--- config.mk ---
export PLATFORM = sky130hd
export DESIGN_NAME = isfrs_div
export DESIGN_NICKNAME = d
export VERILOG_FILES = /design/src/rtl/isfrs_div.sv
export SDC_FILE = /design/constraint.sdc
export NUM_CORES = 1
export LEC_CHECK = 0
export ABC_AREA = 1
export BUFFER_PORTS_ARGS = -buffer_cell sky130_fd_sc_hd__buf_2
export CAP_MARGIN = 5
export CELL_PAD_IN_SITES_DETAIL_PLACEMENT = 1
export CELL_PAD_IN_SITES_GLOBAL_PLACEMENT = 1
export CORE_ASPECT_RATIO = 0.75
export CORE_MARGIN = 2
export CORE_UTILIZATION = 45
export DETAILED_ROUTE_END_ITERATION = 8
export GPL_ROUTABILITY_DRIVEN = 0
export PLACE_DENSITY = 0.81
export SLEW_MARGIN = 20
export SYNTH_ARGS = -nofsm -noshare
export SYNTH_HDL_FRONTEND = slang
export SYNTH_SLANG_ARGS = --single-unit
--- constraint.sdc ---
create_clock -name clk -period 4.07 [get_ports clk]
set_input_delay 1.221 -clock clk [delete_from_list [all_inputs] [get_ports clk]]
set_output_delay 1.221 -clock clk [all_outputs]
set_load 0.05 [all_outputs]
--- src/rtl/isfrs_div.sv ---
// restoring divider, one quotient bit per cycle
// quotient must fit in QW bits; no dependencies
module isfrs_div #(
  parameter int NW = 30,
  parameter int DW = 30,
  parameter int QW = 9
) (
  input  logic          clk,
  input  logic          rst_n,
  input  logic          start,
  input  logic [NW-1:0] num,
  input  logic [DW-1:0] den,
  output logic          busy,
  output logic [QW-1:0] quo
);

  localparam int SW = DW + QW - 1;
  localparam int CW = (NW > SW) ? NW : SW;
  localparam int KW = $clog2(QW + 1);

  logic [NW-1:0] rem_r;
  logic [SW-1:0] dsh_r;
  logic [QW-1:0] q_r;
  logic [KW-1:0] cnt_r;
  logic          run_r;
  logic [CW-1:0] rem_ext;
  logic [CW-1:0] dsh_ext;
  logic [CW-1:0] diff;
  logic          ge;

  // trial subtract
  always_comb begin
    rem_ext = CW'(rem_r);
    dsh_ext = CW'(dsh_r);
    ge      = rem_ext >= dsh_ext;
    diff    = rem_ext - dsh_ext;
  end

  // control
  always_ff @(posedge clk) begin
    if (!rst_n) begin
      run_r <= 1'b0;
      cnt_r <= '0;
    end else if (start) begin
      run_r <= 1'b1;
      cnt_r <= KW'(QW);
    end else if (run_r) begin
      cnt_r <= cnt_r - 1'b1;
      if (cnt_r == KW'(1)) begin
        run_r <= 1'b0;
      end
    end
  end

  // datapath
  always_ff @(posedge clk) begin
    if (start) begin
      rem_r <= num;
      dsh_r <= SW'(den) << (QW - 1);
      q_r   <= '0;
    end else if (run_r) begin
      if (ge) begin
        rem_r <= diff[NW-1:0];
      end
      dsh_r <= dsh_r >> 1;
      q_r   <= {q_r[QW-2:0], ge};
    end
  end

  assign busy = run_r;
  assign quo  = q_r;

endmodule

==> run_results.csv <==
group,metric,value,unit
logic_synthesis,yosys-mux-area-fraction,0,%
floorplan,die_h,101.5,µm
timing,finalCritPeriodShare,70.09,%
timing,holdWs,0.4884,ns
global_route,grt_pass1_vias,5638,
floorplan,fp.dieW,134.0,µm
placement,dp_hpwl,12.86,mm
route,wl_per_cell,15.55,µm
worst_setup_path,r2r_slack,1.22,ns
route,vias_per_cell,5.043,
floorplan,dieArea,13590,µm²
worst_setup_path,rr_startpoint,"rem_r[0]",
logic_synthesis,yosysMostFrequentCell,"nand2_1",
logic_synthesis,avgSynthCellArea,6.969,µm²
logic_synthesis,synth_compound_area_share,7.814,%
power_and_ir_drop,power.leakage,3.368,nW
power_and_ir_drop,finalPower,2.804,mW
finish,nets,987,
floorplan,fp-row-count,35,
worst_setup_path,crit_fanout,18,
floorplan,start_util,46.32,%
logic_synthesis,synth-simple-area-share,32.90,%
worst_setup_path,r2r-end,"rem_r[9]",
worst_setup_path,crit_path_start_kind,"flop",
clock_network,htreeDepth,3,
timing,layout_min_cycle_time,2.853,ns
timing,tns,0,ns
logic_synthesis,netlist_area,5700,µm²
route,drc,0,
finish,n_antenna_cell,0,
timing,relSlewSlack,43.63,%
timing,clock_skew,0.01084,ns
run,drv_cap,0,
logic_synthesis,synth_top_family_by_area,"simple AND/OR/NAND/NOR gates",
logic_synthesis,synth_edf_count,60,
finish,area_growth_syn_to_layout,15.08,%
timing,setup_viol,0,
worst_hold_path,worstHoldStart,"dsh_ext[0]",
timing,hold_viol,0,
finish,fillCellCount,1648,
logic_synthesis,synth_seq_area_share,39.33,%
logic_synthesis,synth_top_area_cell,"edfxtp_1",
floorplan,core,12310,µm²
global_route,grt_max_degree,41,
logic_synthesis,ys_ff_latch,82,
clock_network,cts_hold_buf,0,
timing,tightest_slew,0.8446,ns
logic_synthesis,synthAdderAreaFrac,7.375,%
logic_synthesis,synth_xor_area_share,0.9219,%
clock_network,clk_pin_slew_worst_paths,0.06,ns
logic_synthesis,yosys.area.top_type_share,31.61,%
worst_setup_path,worstPathArrival,2.89,ns
worst_hold_path,hold_end,"dsh_ext[0]",
worst_setup_path,crit_type,"flop to flop",
clock_network,clkSinkCount,82,
outcome,status,"finished clean",
timing,fmax,0.3506,GHz
clock_network,cts_buffers,9,
clock_network,cts_setup_buffers,0,
finish,drive_above_1_share,14.40,%
timing,fin_ws,1.217,ns
placement,dp_slack,1.051,ns
logic_synthesis,yosysWarnings,0,
floorplan,pin_count,73,
global_route,grtUsageTotal,25.94,%
logic_synthesis,yosysUniqueCellTypes,36,
timing,rsz0062_at_grt,"no",
logic_synthesis,ys_async_sr_fraction,0,%
clock_network,ctsResizeCount,0,
route,firstDrtPassIters,4,
worst_setup_path,cp-end-kind,"flop",
logic_synthesis,synth-main-ff-cell,"edfxtp_1",
logic_synthesis,postSynthCellCount,818,
clock_network,clockRootBuffer,"clkbuf_16",
clock_network,cts_buffer_depth,2,
global_route,grt.overflow.total,0,
power_and_ir_drop,vdd_drop_max,0.2375,mV
clock_network,clk_latency,0.34,ns
route,drtAntennaViolNets,0,
global_route,antenna_found_initial,0,
worst_setup_path,worstPathRequired,4.11,ns
route,dr_total_vias,5356,
logic_synthesis,synth_common_cells,"nand2_1 (306), inv_1 (152), edfxtp_1 (60)",
route,drt_wl_total,16.51,mm
global_route,grt_pass1_wl,27.83,mm
logic_synthesis,synth_area_leaders,"edfxtp_1 (32%), nand2_1 (20%), inv_1 (10%)",
worst_hold_path,holdCritPathClass,"flop to flop",
placement,portBuffers,72,
clock_network,cts_tree,"done",
worst_hold_path,worst_hold_path.num_cells,2,
logic_synthesis,syn_nets,914,
worst_setup_path,rr_worst_depth,15,
power_and_ir_drop,power_density,427.5,nW/µm²
timing,finalMaxSlewViolations,0,
route,drt_iter0_markers,277,
## metal layers
layer	global-route usage, %	part of all wire, %	wire length, µm
met1	34.78	49	8101
met2	45.01	46	7569
met3	4.204	4.1	681
met4	4.910	0.97	161
met5	0	0	0
## metrics by stage
step                utilization [%]  cell area (µm²)  cells
finish                        53.31             6560   1062
global placement              50.86             6259   1046
global route                  53.31             6560   1062
detailed placement            50.86             6259   1046
CTS                           53.31             6560   1062
floorplan                         -             5700    818
## worst max path at each step
| stage | from | end | slack (ns) |
|---|---|---|---|
| 6_report | rem_r[0] | rem_r[9] | 1.22 |
| 5_1_grt | rem_r[0] | rem_r[9] | 0.91 |
| 4_1_cts | rem_r[0] | rem_r[9] | 1.14 |
| 3_5_place_dp | start | rem_r[9] | 1.05 |
| 3_3_place_gp | start | rem_r[16] | 1.15 |
| 2_1_floorplan | start | rem_r[0] | 1.25 |
## state kept, by name (all words and copies together) (netlist names)
register and flops:
rem_r 30, dsh_ext 38, busy 1, quo 9, cnt_r 4
## kinds of logic (layout without fill, tap and decap cells)
logic type | Yosys count | count (layout)
xor+xnor | 6 | 6
simple gates | 441 | 441
buf+inv | 175 | 253
fa+ha+maj | 33 | 33
flops | 82 | 82
compound gates | 81 | 81
## worst max-delay path: stages, from the launching register on
cell and delay, ns:
edfxtp_1 0.33, inv_1 0.04, ha_1 0.22, fa_1 0.37
inv_1 0.11, nand3_1 0.09, nand2_2 0.12, nand2_1 0.06
nand2_1 0.09, nand2_1 0.09, nand3_2 0.08, nand2_1 0.05
nand2_1 0.07, nand2_1 0.05, nand2_1 0.51, buf_12 0.26
## placed cells by master, fill, tap and decap left out, types with 2 or more instances in the layout
cell type / n
edfxtp_1: 60
nor2_1: 44
buf_4: 5
nand3b_1: 4
nand3_2: 4
or2_1: 2
nand4_1: 6
inv_2: 6
buf_2: 72
o21ai_1: 5
nor2_2: 9
nand2_1: 306
clkbuf_1: 3
clkbuf_16: 11
nand2_2: 7
and2_1: 2
dfxtp_1: 22
o22ai_1: 13
nand3_1: 42
xnor2_1: 6
a21oi_2: 2
a21oi_1: 18
ha_1: 32
o21ai_0: 38
nor2_4: 3
or2_2: 5
inv_1: 152
nor3_1: 4
## cell type report
| type | count | area (µm²) | area share [%] |
|---|---|---|---|
| inverter | 159 | 596.8 | 9.098 |
| sequential | 82 | 2242 | 34.18 |
| clock buffer | 14 | 286.5 | 4.368 |
| clock inverter | 2 | 15.01 | 0.2289 |
| tap | 166 | 207.7 | 3.166 |
| multi-input combinational | 561 | 2794 | 42.59 |
| timing repair buffer | 78 | 417.9 | 6.370 |
## power breakdown
group	internal [mW]	switching (mW)	leakage, nW
Sequential	0.993	0.0270	0.790
Clock	0.492	0.343	0.148
Combinational	0.315	0.634	2.43
Total	1.80	1.00	3.37
(Power assumes the default switching activity.)
